## config.mk

```make
export PLATFORM = sky130hd
export DESIGN_NAME = infix_to_postfix_converter_unit
export DESIGN_NICKNAME = d
export VERILOG_FILES = /design/src/itp_pkg.sv /design/src/itp_stack.sv /design/src/itp_seq.sv /design/src/infix_to_postfix_converter_unit.sv
export SDC_FILE = /design/constraint.sdc
export NUM_CORES = 1
export LEC_CHECK = 0
export BUFFER_PORTS_ARGS = -buffer_cell sky130_fd_sc_hd__buf_2
export CAP_MARGIN = 20
export CORE_UTILIZATION = 45
export DETAILED_ROUTE_END_ITERATION = 8
export MAX_ROUTING_LAYER = met4
export PLACE_DENSITY = 0.63
export SKIP_LAST_GASP = 1
export SYNTH_ARGS = -nofsm -noshare
export SYNTH_HDL_FRONTEND = slang
export SYNTH_SLANG_ARGS = --single-unit
```

## constraint.sdc

```tcl
create_clock -name aclk -period 6.3 [get_ports aclk]
set_input_delay 1.26 -clock aclk [delete_from_list [all_inputs] [get_ports aclk]]
set_output_delay 1.26 -clock aclk [all_outputs]
set_load 0.03 [all_outputs]
```

## src/itp_pkg.sv

```systemverilog
// Shared types, constants and decode functions for the infix to postfix converter.
`timescale 1ns / 1ps

package itp_pkg;

    localparam int STACK_DEPTH = 32;
    localparam int CNT_W       = $clog2(STACK_DEPTH + 1);
    localparam int ADDR_W      = $clog2(STACK_DEPTH);

    typedef enum logic [2:0] {
        OP_LPAREN = 3'd0,
        OP_PLUS   = 3'd1,
        OP_MINUS  = 3'd2,
        OP_MUL    = 3'd3,
        OP_DIV    = 3'd4,
        OP_POW    = 3'd5
    } op_code_t;

    typedef enum logic [2:0] {
        CL_ALNUM,
        CL_LPAREN,
        CL_RPAREN,
        CL_OP,
        CL_IGNORE
    } char_class_t;

    typedef enum logic [1:0] {
        ST_IDLE,
        ST_WORK,
        ST_FLUSH,
        ST_END
    } seq_state_t;

    typedef struct packed {
        logic     push;
        logic     pop;
        op_code_t code;
    } stack_cmd_t;

    typedef struct packed {
        op_code_t         top;
        logic [CNT_W-1:0] count;
    } stack_status_t;

    typedef struct packed {
        logic [7:0] char_out;
        logic       no_char;
        logic       is_final;
        logic       overflow;
    } result_t;

    localparam logic [7:0] CH_LPAREN = 8'h28;
    localparam logic [7:0] CH_RPAREN = 8'h29;
    localparam logic [7:0] CH_MUL    = 8'h2A;
    localparam logic [7:0] CH_PLUS   = 8'h2B;
    localparam logic [7:0] CH_MINUS  = 8'h2D;
    localparam logic [7:0] CH_DIV    = 8'h2F;
    localparam logic [7:0] CH_POW    = 8'h5E;

    localparam int TUSER_NO_CHAR  = 0;
    localparam int TUSER_OVERFLOW = 1;

    function automatic char_class_t classify(input logic [7:0] c);
        char_class_t cl;
        if ((c >= 8'h30 && c <= 8'h39) || (c >= 8'h41 && c <= 8'h5A) ||
            (c >= 8'h61 && c <= 8'h7A)) begin
            cl = CL_ALNUM;
        end else if (c == CH_LPAREN) begin
            cl = CL_LPAREN;
        end else if (c == CH_RPAREN) begin
            cl = CL_RPAREN;
        end else if (c == CH_PLUS || c == CH_MINUS || c == CH_MUL ||
                     c == CH_DIV || c == CH_POW) begin
            cl = CL_OP;
        end else begin
            cl = CL_IGNORE;
        end
        return cl;
    endfunction

    function automatic op_code_t op_of_char(input logic [7:0] c);
        op_code_t op;
        unique case (c)
            CH_PLUS:  op = OP_PLUS;
            CH_MINUS: op = OP_MINUS;
            CH_MUL:   op = OP_MUL;
            CH_DIV:   op = OP_DIV;
            CH_POW:   op = OP_POW;
            default:  op = OP_LPAREN;
        endcase
        return op;
    endfunction

    function automatic logic [7:0] char_of_op(input op_code_t op);
        logic [7:0] c;
        unique case (op)
            OP_LPAREN: c = CH_LPAREN;
            OP_PLUS:   c = CH_PLUS;
            OP_MINUS:  c = CH_MINUS;
            OP_MUL:    c = CH_MUL;
            OP_DIV:    c = CH_DIV;
            OP_POW:    c = CH_POW;
            default:   c = 8'h00;
        endcase
        return c;
    endfunction

    function automatic logic [1:0] prec_of(input op_code_t op);
        logic [1:0] p;
        unique case (op)
            OP_PLUS, OP_MINUS: p = 2'd1;
            OP_MUL, OP_DIV:    p = 2'd2;
            OP_POW:            p = 2'd3;
            default:           p = 2'd0;
        endcase
        return p;
    endfunction

endpackage

```

## src/itp_stack.sv

```systemverilog
// Operator stack held in a synchronous memory, with top-of-stack read-ahead and forwarding.
`timescale 1ns / 1ps

module itp_stack (
    input  logic                  aclk,
    input  logic                  aresetn,
    input  itp_pkg::stack_cmd_t    cmd,
    output itp_pkg::stack_status_t status
);
    import itp_pkg::*;

    op_code_t mem [STACK_DEPTH];

    logic [CNT_W-1:0]  count_reg;
    logic [CNT_W-1:0]  count_next;
    logic [CNT_W-1:0]  rd_index;
    logic [ADDR_W-1:0] raddr;
    logic [ADDR_W-1:0] waddr;
    logic              wr_en;
    op_code_t          rdata_reg;
    op_code_t          fwd_data_reg;
    logic              fwd_valid_reg;
    logic              fwd_valid_next;

    always_comb begin
        wr_en      = cmd.push && (count_reg != CNT_W'(STACK_DEPTH));
        count_next = count_reg;
        if (wr_en) begin
            count_next = count_reg + CNT_W'(1);
        end else if (cmd.pop && (count_reg != '0)) begin
            count_next = count_reg - CNT_W'(1);
        end
        rd_index       = count_next - CNT_W'(1);
        raddr          = rd_index[ADDR_W-1:0];
        waddr          = count_reg[ADDR_W-1:0];
        fwd_valid_next = wr_en && (waddr == raddr);
    end

    always_ff @(posedge aclk) begin
        if (wr_en) begin
            mem[waddr] <= cmd.code;
        end
        rdata_reg    <= mem[raddr];
        fwd_data_reg <= cmd.code;
    end

    always_ff @(posedge aclk) begin
        if (!aresetn) begin
            count_reg     <= '0;
            fwd_valid_reg <= 1'b0;
        end else begin
            count_reg     <= count_next;
            fwd_valid_reg <= fwd_valid_next;
        end
    end

    assign status.count = count_reg;
    assign status.top   = fwd_valid_reg ? fwd_data_reg : rdata_reg;

endmodule

```

## src/itp_seq.sv

```systemverilog
// Sequencer that decodes each character, drives the stack and forms result beats.
`timescale 1ns / 1ps

module itp_seq (
    input  logic                  aclk,
    input  logic                  aresetn,
    input  logic                  in_valid,
    output logic                  in_ready,
    input  logic [7:0]            in_char,
    input  logic                  in_last,
    output logic                  res_valid,
    input  logic                  res_free,
    output itp_pkg::result_t       res,
    output itp_pkg::stack_cmd_t    cmd,
    input  itp_pkg::stack_status_t status
);
    import itp_pkg::*;

    seq_state_t  state_reg, state_next;
    logic [7:0]  char_reg, char_next;
    logic        last_reg, last_next;
    logic        ovf_reg, ovf_next;
    logic        hold_v_reg, hold_v_next;
    logic [7:0]  hold_ch_reg, hold_ch_next;
    logic        hold_ovf_reg, hold_ovf_next;

    char_class_t cls;
    op_code_t    in_op;
    logic        empty;
    logic        full;
    logic        top_is_op;
    logic        pop_cond;
    logic        emit_ok;
    logic        emit_req;
    logic [7:0]  emit_ch;
    logic        push_req;
    op_code_t    push_code;
    logic [1:0]  in_prec;
    logic [1:0]  top_prec;

    always_comb begin
        cls       = classify(char_reg);
        in_op     = op_of_char(char_reg);
        empty     = (status.count == '0);
        full      = (status.count == CNT_W'(STACK_DEPTH));
        top_is_op = !empty && (status.top != OP_LPAREN);
        in_prec   = prec_of(in_op);
        top_prec  = prec_of(status.top);
        pop_cond  = (in_op == OP_POW) ? (top_prec > in_prec) : (top_prec >= in_prec);
        emit_ok   = last_reg ? (!hold_v_reg || res_free) : res_free;
    end

    always_comb begin
        state_next    = state_reg;
        char_next     = char_reg;
        last_next     = last_reg;
        ovf_next      = ovf_reg;
        hold_v_next   = hold_v_reg;
        hold_ch_next  = hold_ch_reg;
        hold_ovf_next = hold_ovf_reg;
        in_ready      = 1'b0;
        emit_req      = 1'b0;
        emit_ch       = 8'h00;
        push_req      = 1'b0;
        push_code     = OP_LPAREN;
        cmd           = '{push: 1'b0, pop: 1'b0, code: OP_LPAREN};
        res_valid     = 1'b0;
        res           = '{char_out: 8'h00, no_char: 1'b0, is_final: 1'b0, overflow: ovf_reg};

        unique case (state_reg)
            ST_IDLE: begin
                in_ready = 1'b1;
                if (in_valid) begin
                    char_next  = in_char;
                    last_next  = in_last;
                    state_next = ST_WORK;
                end
            end
            ST_WORK: begin
                unique case (cls)
                    CL_ALNUM: begin
                        if (emit_ok) begin
                            emit_req   = 1'b1;
                            emit_ch    = char_reg;
                            state_next = last_reg ? ST_FLUSH : ST_IDLE;
                        end
                    end
                    CL_LPAREN: begin
                        push_req   = 1'b1;
                        push_code  = OP_LPAREN;
                        state_next = last_reg ? ST_FLUSH : ST_IDLE;
                    end
                    CL_RPAREN: begin
                        if (top_is_op) begin
                            if (emit_ok) begin
                                emit_req = 1'b1;
                                emit_ch  = char_of_op(status.top);
                                cmd.pop  = 1'b1;
                            end
                        end else begin
                            cmd.pop    = !empty;
                            state_next = last_reg ? ST_FLUSH : ST_IDLE;
                        end
                    end
                    CL_OP: begin
                        if (top_is_op && pop_cond) begin
                            if (emit_ok) begin
                                emit_req = 1'b1;
                                emit_ch  = char_of_op(status.top);
                                cmd.pop  = 1'b1;
                            end
                        end else begin
                            push_req   = 1'b1;
                            push_code  = in_op;
                            state_next = last_reg ? ST_FLUSH : ST_IDLE;
                        end
                    end
                    default: begin
                        state_next = last_reg ? ST_FLUSH : ST_IDLE;
                    end
                endcase
            end
            ST_FLUSH: begin
                if (!empty) begin
                    if (emit_ok) begin
                        emit_req = 1'b1;
                        emit_ch  = char_of_op(status.top);
                        cmd.pop  = 1'b1;
                    end
                end else begin
                    state_next = ST_END;
                end
            end
            ST_END: begin
                if (res_free) begin
                    res_valid  = 1'b1;
                    state_next = ST_IDLE;
                    if (hold_v_reg) begin
                        res = '{char_out: hold_ch_reg, no_char: 1'b0, is_final: 1'b1,
                                overflow: hold_ovf_reg};
                    end else begin
                        res = '{char_out: 8'h00, no_char: 1'b1, is_final: 1'b1,
                                overflow: ovf_reg};
                    end
                    hold_v_next = 1'b0;
                end
            end
            default: begin
                state_next = ST_IDLE;
            end
        endcase

        if (push_req) begin
            if (full) begin
                ovf_next = 1'b1;
            end else begin
                cmd.push = 1'b1;
                cmd.code = push_code;
            end
        end

        // On the last item every beat waits in the hold stage until it is known
        // whether another one follows, so that the end mark lands on the right beat.
        if (emit_req) begin
            if (last_reg) begin
                if (hold_v_reg) begin
                    res_valid = 1'b1;
                    res = '{char_out: hold_ch_reg, no_char: 1'b0, is_final: 1'b0,
                            overflow: hold_ovf_reg};
                end
                hold_v_next   = 1'b1;
                hold_ch_next  = emit_ch;
                hold_ovf_next = ovf_reg;
            end else begin
                res_valid = 1'b1;
                res = '{char_out: emit_ch, no_char: 1'b0, is_final: 1'b0, overflow: ovf_reg};
            end
        end
    end

    always_ff @(posedge aclk) begin
        char_reg     <= char_next;
        last_reg     <= last_next;
        hold_ch_reg  <= hold_ch_next;
        hold_ovf_reg <= hold_ovf_next;
    end

    always_ff @(posedge aclk) begin
        if (!aresetn) begin
            state_reg  <= ST_IDLE;
            ovf_reg    <= 1'b0;
            hold_v_reg <= 1'b0;
        end else begin
            state_reg  <= state_next;
            ovf_reg    <= ovf_next;
            hold_v_reg <= hold_v_next;
        end
    end

endmodule

```

## src/infix_to_postfix_converter_unit.sv

```systemverilog
// Top level of the infix to postfix converter: sequencer, operator stack and output register.
//
//  Channel | Direction | Ports                        | Content
//  s_      | in        | tvalid tready tdata tlast    | tdata: char_in; tlast: is_last
//  m_      | out       | tvalid tready tdata tlast    | tdata: char_out; tlast: is_final;
//          |           | tuser                        | tuser: no_char, overflow
//
// An item is registered in the idle state and handled in the work state, which pops
// its results off the stack. A last item then flushes each remaining stack entry in the
// flush state, sees the stack empty and delivers the end mark in the end state.
// Each pop is one read of the stack memory, which is read one entry ahead with forwarding.
// Reset clears the stack count, the sticky overflow flag and all valid state.
// The output register decouples the sides; a stalled output holds the sequencer only
// when it has a new beat to hand over.
`timescale 1ns / 1ps

module infix_to_postfix_converter_unit (
    input  logic       aclk,
    input  logic       aresetn,
    input  logic       s_tvalid,
    output logic       s_tready,
    input  logic [7:0] s_tdata,   // [7:0] char_in
    input  logic       s_tlast,
    output logic       m_tvalid,
    input  logic       m_tready,
    output logic [7:0] m_tdata,   // [7:0] char_out
    output logic       m_tlast,
    output logic [1:0] m_tuser    // [0] no_char, [1] overflow
);
    import itp_pkg::*;

    stack_cmd_t    cmd;
    stack_status_t status;
    result_t       res;
    logic          res_valid;
    logic          res_free;
    logic          out_valid_reg, out_valid_next;
    result_t       out_data_reg, out_data_next;

    itp_seq u_seq (
        .aclk      (aclk),
        .aresetn   (aresetn),
        .in_valid  (s_tvalid),
        .in_ready  (s_tready),
        .in_char   (s_tdata),
        .in_last   (s_tlast),
        .res_valid (res_valid),
        .res_free  (res_free),
        .res       (res),
        .cmd       (cmd),
        .status    (status)
    );

    itp_stack u_stack (
        .aclk    (aclk),
        .aresetn (aresetn),
        .cmd     (cmd),
        .status  (status)
    );

    always_comb begin
        res_free       = !out_valid_reg || m_tready;
        out_valid_next = out_valid_reg;
        out_data_next  = out_data_reg;
        if (res_valid) begin
            out_valid_next = 1'b1;
            out_data_next  = res;
        end else if (m_tready) begin
            out_valid_next = 1'b0;
        end
    end

    always_ff @(posedge aclk) begin
        out_data_reg <= out_data_next;
    end

    always_ff @(posedge aclk) begin
        if (!aresetn) begin
            out_valid_reg <= 1'b0;
        end else begin
            out_valid_reg <= out_valid_next;
        end
    end

    assign m_tvalid                = out_valid_reg;
    assign m_tdata                 = out_data_reg.char_out;
    assign m_tlast                 = out_data_reg.is_final;
    assign m_tuser[TUSER_NO_CHAR]  = out_data_reg.no_char;
    assign m_tuser[TUSER_OVERFLOW] = out_data_reg.overflow;

`ifndef SYNTH
    a_no_overwrite: assert property (@(posedge aclk) disable iff (!aresetn)
        res_valid |-> res_free)
        else $error("result beat handed over while the output register is occupied");

    a_count_bound: assert property (@(posedge aclk) disable iff (!aresetn)
        status.count <= CNT_W'(STACK_DEPTH))
        else $error("stack count exceeds the stack depth");

    a_nochar_final: assert property (@(posedge aclk) disable iff (!aresetn)
        (m_tvalid && m_tuser[TUSER_NO_CHAR]) |-> (m_tlast && (m_tdata == 8'h00)))
        else $error("empty result beat without end mark");

    a_push_pop_excl: assert property (@(posedge aclk) disable iff (!aresetn)
        !(cmd.push && cmd.pop))
        else $error("stack push and pop in the same cycle");
`endif

endmodule

```

==> qor.txt, run 1 <==
status: completed
DR iter-0 viols: 280
crit-path max FO: 11
Post-synth ARST share: 0%
post-synth net total: 515
post_cts resized: 0
Max-Slew Margin vs Limit: 40.0%
Period Utilization, post-route: 83.2%
Tmin final: 5.24 ns
WS Path Type: reg -> reg
clock insertion delay at the later pin of the skew report: 0.42 ns
synthesized area per cell: 13.7 um2
Top reg by flops: u_stack.mem
largest cells by area after synthesis: edfxtp_1 56%, mux4_2 6.7%, dfxtp_1 5.3%
synth warn: 0
setup violators final: 0
via count: 4174
Yosys top cell area share: 55.7%
Cell Pwr Density: 278 nW/um2
core footprint: 14600 um2
commonest non-fill, non-tap cell in the layout: edfxtp_1
synthesized cell area: 6740 um2
# IOs: 26
Synth Flop Type: edfxtp_1
number of remaining DRC errors: 0
router iterations before antenna repair: 4
sequential share of the synthesized area: 61.0%
setup repair bufs after CTS: 0
final slew viol count: 0
wire per inst: 19.2 um
most frequent cells in the layout: 125 x edfxtp_1, 49 x nor2_1, 33 x nand2_1
Initial Util: 46.2%
arrival time at the worst endpoint: 5.53 ns
synthesized flop and latch total: 143
Leak: 2.45 nW
maximum clock frequency: 0.191 GHz
Max Buffers Root-to-Sink: 2
RSZ-0062 raised after global routing: no
die area: 15500 um2
gr usage total: 19.8%
Slew @ Worst Pin: 0.889 ns
Post-Route WL: 13900 um
Via density: 5.78
DP Area: 7090 um2
Setup Skew: 0.00870 ns
CTS Buf Count: 17
CTS Sinks: 143
worst min path class: reg -> reg
Final Hold Vio Count: 0
grt ovf: 0
Die Height: 124 um
crit start category: flip-flop
synthesis-to-finish area growth: 14.3%
layout cells sized above 1: 21.7%
FP Rows: 44
hold_buf cts: 0
final net count: 549
Setup TNS: 0 ns
H-Tree Depth: 4
CTS tree: done
max reg flops: 96
CP Data Required Time: 6.59 ns
CTS root buf: clkbuf_16
initial antenna violation count: 0
maxcap violations: 0
Detailed Place HPWL: 9620 um
largest net degree at the start of global routing: 34
Post-Synthesis Cells: 491
CP Capture Type: flip-flop
utilization after layout: 52.8%
RD Place Congestion: 0.855
diode count: 0
design area: 7700 um2
vias in the first global route: 4055
Horiz. Die Dim: 124 um
cell taking the most area after synthesis: edfxtp_1
EDFF count, synth: 125
Final ANT Viol Nets: 0
clk slew on worst S/H paths: 0.06 ns
Max VDD drop: 0.000173 V
synth unique cells: 74
first-pass GRT wire length: 22600 um
count of input and output buffers: 25
cell type report:
type                       instances  area (um2)
clock buffer                      17         425
clock inverter                    15         184
fill                            1174        6890
inverter                          11        41.3
multi-input combinational        320        2510
sequential                       143        4110
tap                              184         230
timing repair buffer              32         198
final timing paths:
path	start	end	slack, ns	cells after the start
worst max register to register	u_seq.char_reg[0]$_DFFE_PP_	u_stack.rdata_reg[0]$_DFF_P_	1.06	20
worst min-delay path	u_seq.ovf_reg$_SDFFE_PN0P_	u_seq.hold_ovf_reg$_DFFE_PP_	0.49	0
worst min register to register	u_seq.ovf_reg$_SDFFE_PN0P_	u_seq.hold_ovf_reg$_DFFE_PP_	0.49	0
worst max-delay path	u_seq.char_reg[0]$_DFFE_PP_	u_stack.rdata_reg[0]$_DFF_P_	1.06	20
power by group:
group          total [mW]  internal (mW)  leakage [nW]  switching (mW)
clock                1.02          0.628         0.293           0.395
sequential           1.04           1.03          1.18          0.0121
combinational      0.0826         0.0319         0.984          0.0506
stage by stage:
stage | power [mW] | setup WS, ns | std cells | hold slack [ns]
finish | 2.14 | 1.06 | 722 | 0.491
global route | 2.21 | 0.738 | 722 | 0.501
floorplan | 1.12 | 1.21 | 491 | 0.427
detailed placement | 1.14 | 1.12 | 690 | 0.475
CTS | 2.16 | 1.10 | 722 | 0.489
global placement | 1.14 | 1.37 | 689 | 0.468
layer usage:
| layer | track usage [%] | wire, um |
|---|---|---|
| met3 | 4.42 | 625 |
| met4 | 6.52 | 221 |
| met2 | 30.5 | 6670 |
| met1 | 26.2 | 6350 |
| met5 | - | 0 |
worst max-delay path, cell delays in order, from the launching register on:
cell       delay (ns)
edfxtp_1         0.52
nor4bb_1         0.51
a22o_1           0.26
a21oi_1          0.08
nor2b_1          0.12
ha_1             0.24
nand2b_1         0.14
a21oi_1          0.15
nor3_1           0.08
a31oi_1          0.37
o21ai_2          0.19
and2_1           0.22
a21oi_1          0.13
o21ai_0          0.13
ha_1             0.32
inv_1            0.29
buf_4            0.28
mux4_2           0.31
nor2b_1          0.14
a2111oi_0        0.50
nor4_1           0.11
logic make-up after synthesis:
group,after synthesis,synth area share (%)
other cells,1,0.0556
flops,143,61.0
compound gates,78,8.48
buf+inv,28,2.01
mux,34,9.78
xor+xnor,12,1.89
fa+ha+maj,11,2.04
simple gates,184,14.7
synth_stat cells, types with 4 or more instances:
cell / instances
edfxtp_1: 125
nor2_1: 49
nand2_1: 33
mux4_2: 20
dfxtp_1: 18
o21ai_0: 17
a21oi_1: 14
nor3_1: 14
and2_1: 13
ha_1: 11
inv_1: 11
nor2b_1: 11
clkbuf_1: 8
and3_1: 7
mux2i_1: 7
nand3_1: 7
nor4_1: 7
xnor2_1: 7
a22o_1: 6
nand2b_1: 6
a2111oi_0: 4
a21bo_2: 4
and4_1: 4
mux4_1: 4
nand4_1: 4
or2_2: 4
Note: power is estimated with default switching activity, not from simulation.
==> run 2, diff against run 1 <==
- clock period: 6.3 -> 4.9 ns (I/O delays scaled with it)
==> run 2 against run 1 <==
Clock power rose by 22%; non-clock buffer count rose by 15; core utilization rose by 0.69 points; total power rose by 26%; wire length barely moved; global-route usage fell by 0.17 points; critical endpoint unchanged; largest power group unchanged.
==> qor.txt, run 2 (synthesized netlist as in run 1, its figures left out) <==
status: completed
pre-CTS setup slack: 0.146 ns
CTS tree: done
die area: 15500 um2
design area: 7800 um2
core footprint: 14600 um2
Final WS setup: 0.201 ns
Max VDD drop: 0.000229 V
Post-Route WL: 13900 um
largest net degree at the start of global routing: 34
Max Buffers Root-to-Sink: 2
Slew @ Worst Pin: 0.959 ns
maximum clock frequency: 0.213 GHz
router iterations before antenna repair: 5
Tmin final: 4.70 ns
final net count: 564
Comb power frac: 4.4%
max reg flops: 96
Cell Pwr Density: 345 nW/um2
sequential power share: 49.5%
Clock power frac: 46.0%
crit start category: flip-flop
Top reg by flops: u_stack.mem
crit-path max FO: 24
Period Utilization, post-route: 95.9%
hold_ws: 0.515 ns
synthesis-to-finish area growth: 15.7%
placed insts: 700
CTS Sinks: 143
commonest non-fill, non-tap cell in the layout: edfxtp_1
Reg2Reg Depth: 20
CP Capture Type: flip-flop
clock insertion delay at the later pin of the skew report: 0.42 ns
RD Place Congestion: 0.816
layout cells sized above 1: 24.8%
DR iter-0 viols: 348
worst min path class: reg -> reg
FF-to-FF Start: u_seq.char_reg[7]$_DFFE_PP_
switching portion of total power: 22.7%
count of input and output buffers: 25
Final Hold Vio Count: 0
Final ANT Viol Nets: 0
final slew viol count: 0
H-Tree Depth: 4
Setup TNS: 0 ns
initial antenna violation count: 0
number of remaining DRC errors: 0
# IOs: 26
clk slew on worst S/H paths: 0.06 ns
utilization after layout: 53.5%
Setup Skew: 0.00767 ns
gr usage total: 19.7%
internal power: 2.08 mW
first-pass GRT wire length: 22600 um
maxcap violations: 0
Hold Crit Depth: 2
Horiz. Die Dim: 124 um
DP Area: 7160 um2
Switch Pwr: 611 uW
via count: 4247
FP Rows: 44
setup violators final: 0
CP Data Required Time: 5.20 ns
wire per inst: 18.8 um
CTS root buf: clkbuf_16
CTS Buf Count: 17
Initial Util: 46.2%
grt ovf: 0
Leak: 2.52 nW
WS Path Type: reg -> reg
reg2reg end: u_stack.rdata_reg[0]$_DFF_P_
Die Height: 124 um
vias in the first global route: 4250
Via density: 5.76
overall power: 2.69 mW
R2R Setup Slk: 0.20 ns
most frequent cells in the layout: 125 x edfxtp_1, 49 x nor2_1, 33 x nand2_1
diode count: 0
Max-Slew Margin vs Limit: 35.2%
arrival time at the worst endpoint: 4.99 ns
Final Non-Filler Cells: 737
Detailed Place HPWL: 9450 um
==> run 2: changes by cell type in the layout (fill, tap and decap cells not counted), sizes merged <==
| cell | delta |
|---|---|
| bufinv | -2 |
| buf | +15 |
| inv | +2 |
==> run 2: what timing repair did <==
item,in CTS,in global routing
gates resized for setup,0,7
hold buffers,0,0
setup endpoints to repair,0,3
setup buffers,0,5
==> run 2: critical path: stages (launching register included) <==
cell	delay (ns)
edfxtp_1	0.43
or4b_4	0.59
nor3_2	0.17
a21oi_1	0.06
nor2b_1	0.13
ha_1	0.24
nand2b_1	0.14
a21oi_1	0.14
nor3_1	0.08
a31oi_1	0.32
o21ai_2	0.18
and2_1	0.22
a21oi_1	0.14
o21ai_0	0.12
ha_1	0.32
inv_1	0.11
buf_12	0.19
mux4_2	0.33
nor2b_1	0.18
a2111oi_2	0.38
nor4_1	0.09
==> run 2: power groups by stage <==
| stage | Sequential [mW] | Combinational, mW | Clock [mW] |
|---|---|---|---|
| CTS | 1.33 | 0.113 | 1.26 |
| finish | 1.33 | 0.119 | 1.24 |
| global placement | 1.36 | 0.111 | 0 |
| global route | 1.33 | 0.131 | 1.31 |
| floorplan | 1.36 | 0.0805 | 0 |
| detailed placement | 1.36 | 0.113 | 0 |
==> run 2: final cells by class <==
class / count / area [um2]
multi-input cells: 320 / 2530
flip-flops and latches: 143 / 4110
repair buffers: 47 / 303
fillers: 1167 / 6790
clock inverters: 15 / 151
inverters: 11 / 41.3
clock buffers: 17 / 425
well taps: 184 / 230
==> run 2: worst max-delay path by stage <==
| stage | cells after the start | end | from | slack [ns] |
|---|---|---|---|---|
| after floorplan | 21 | u_stack.rdata_reg[0]$_DFF_P_ | u_seq.char_reg[4]$_DFFE_PP_ | 0.04 |
| after global placement | 17 | u_stack.rdata_reg[0]$_DFF_P_ | u_seq.char_reg[7]$_DFFE_PP_ | 0.34 |
| after detailed placement | 20 | u_stack.rdata_reg[0]$_DFF_P_ | u_seq.char_reg[7]$_DFFE_PP_ | 0.15 |
| after CTS | 20 | u_stack.rdata_reg[0]$_DFF_P_ | u_seq.char_reg[7]$_DFFE_PP_ | 0.12 |
| after global routing | 21 | u_stack.rdata_reg[0]$_DFF_P_ | u_seq.char_reg[6]$_DFFE_PP_ | -0.05 |
| final | 20 | u_stack.rdata_reg[0]$_DFF_P_ | u_seq.char_reg[7]$_DFFE_PP_ | 0.20 |
==> run 2: routing by layer <==
layer	up-vias	share of wire, %	track usage, %
li1	1996	-	-
met1	2099	45	25.2
met2	126	47	30.1
met3	26	5.4	4.94
met4	0	2.0	7.73
met5	-	0	-
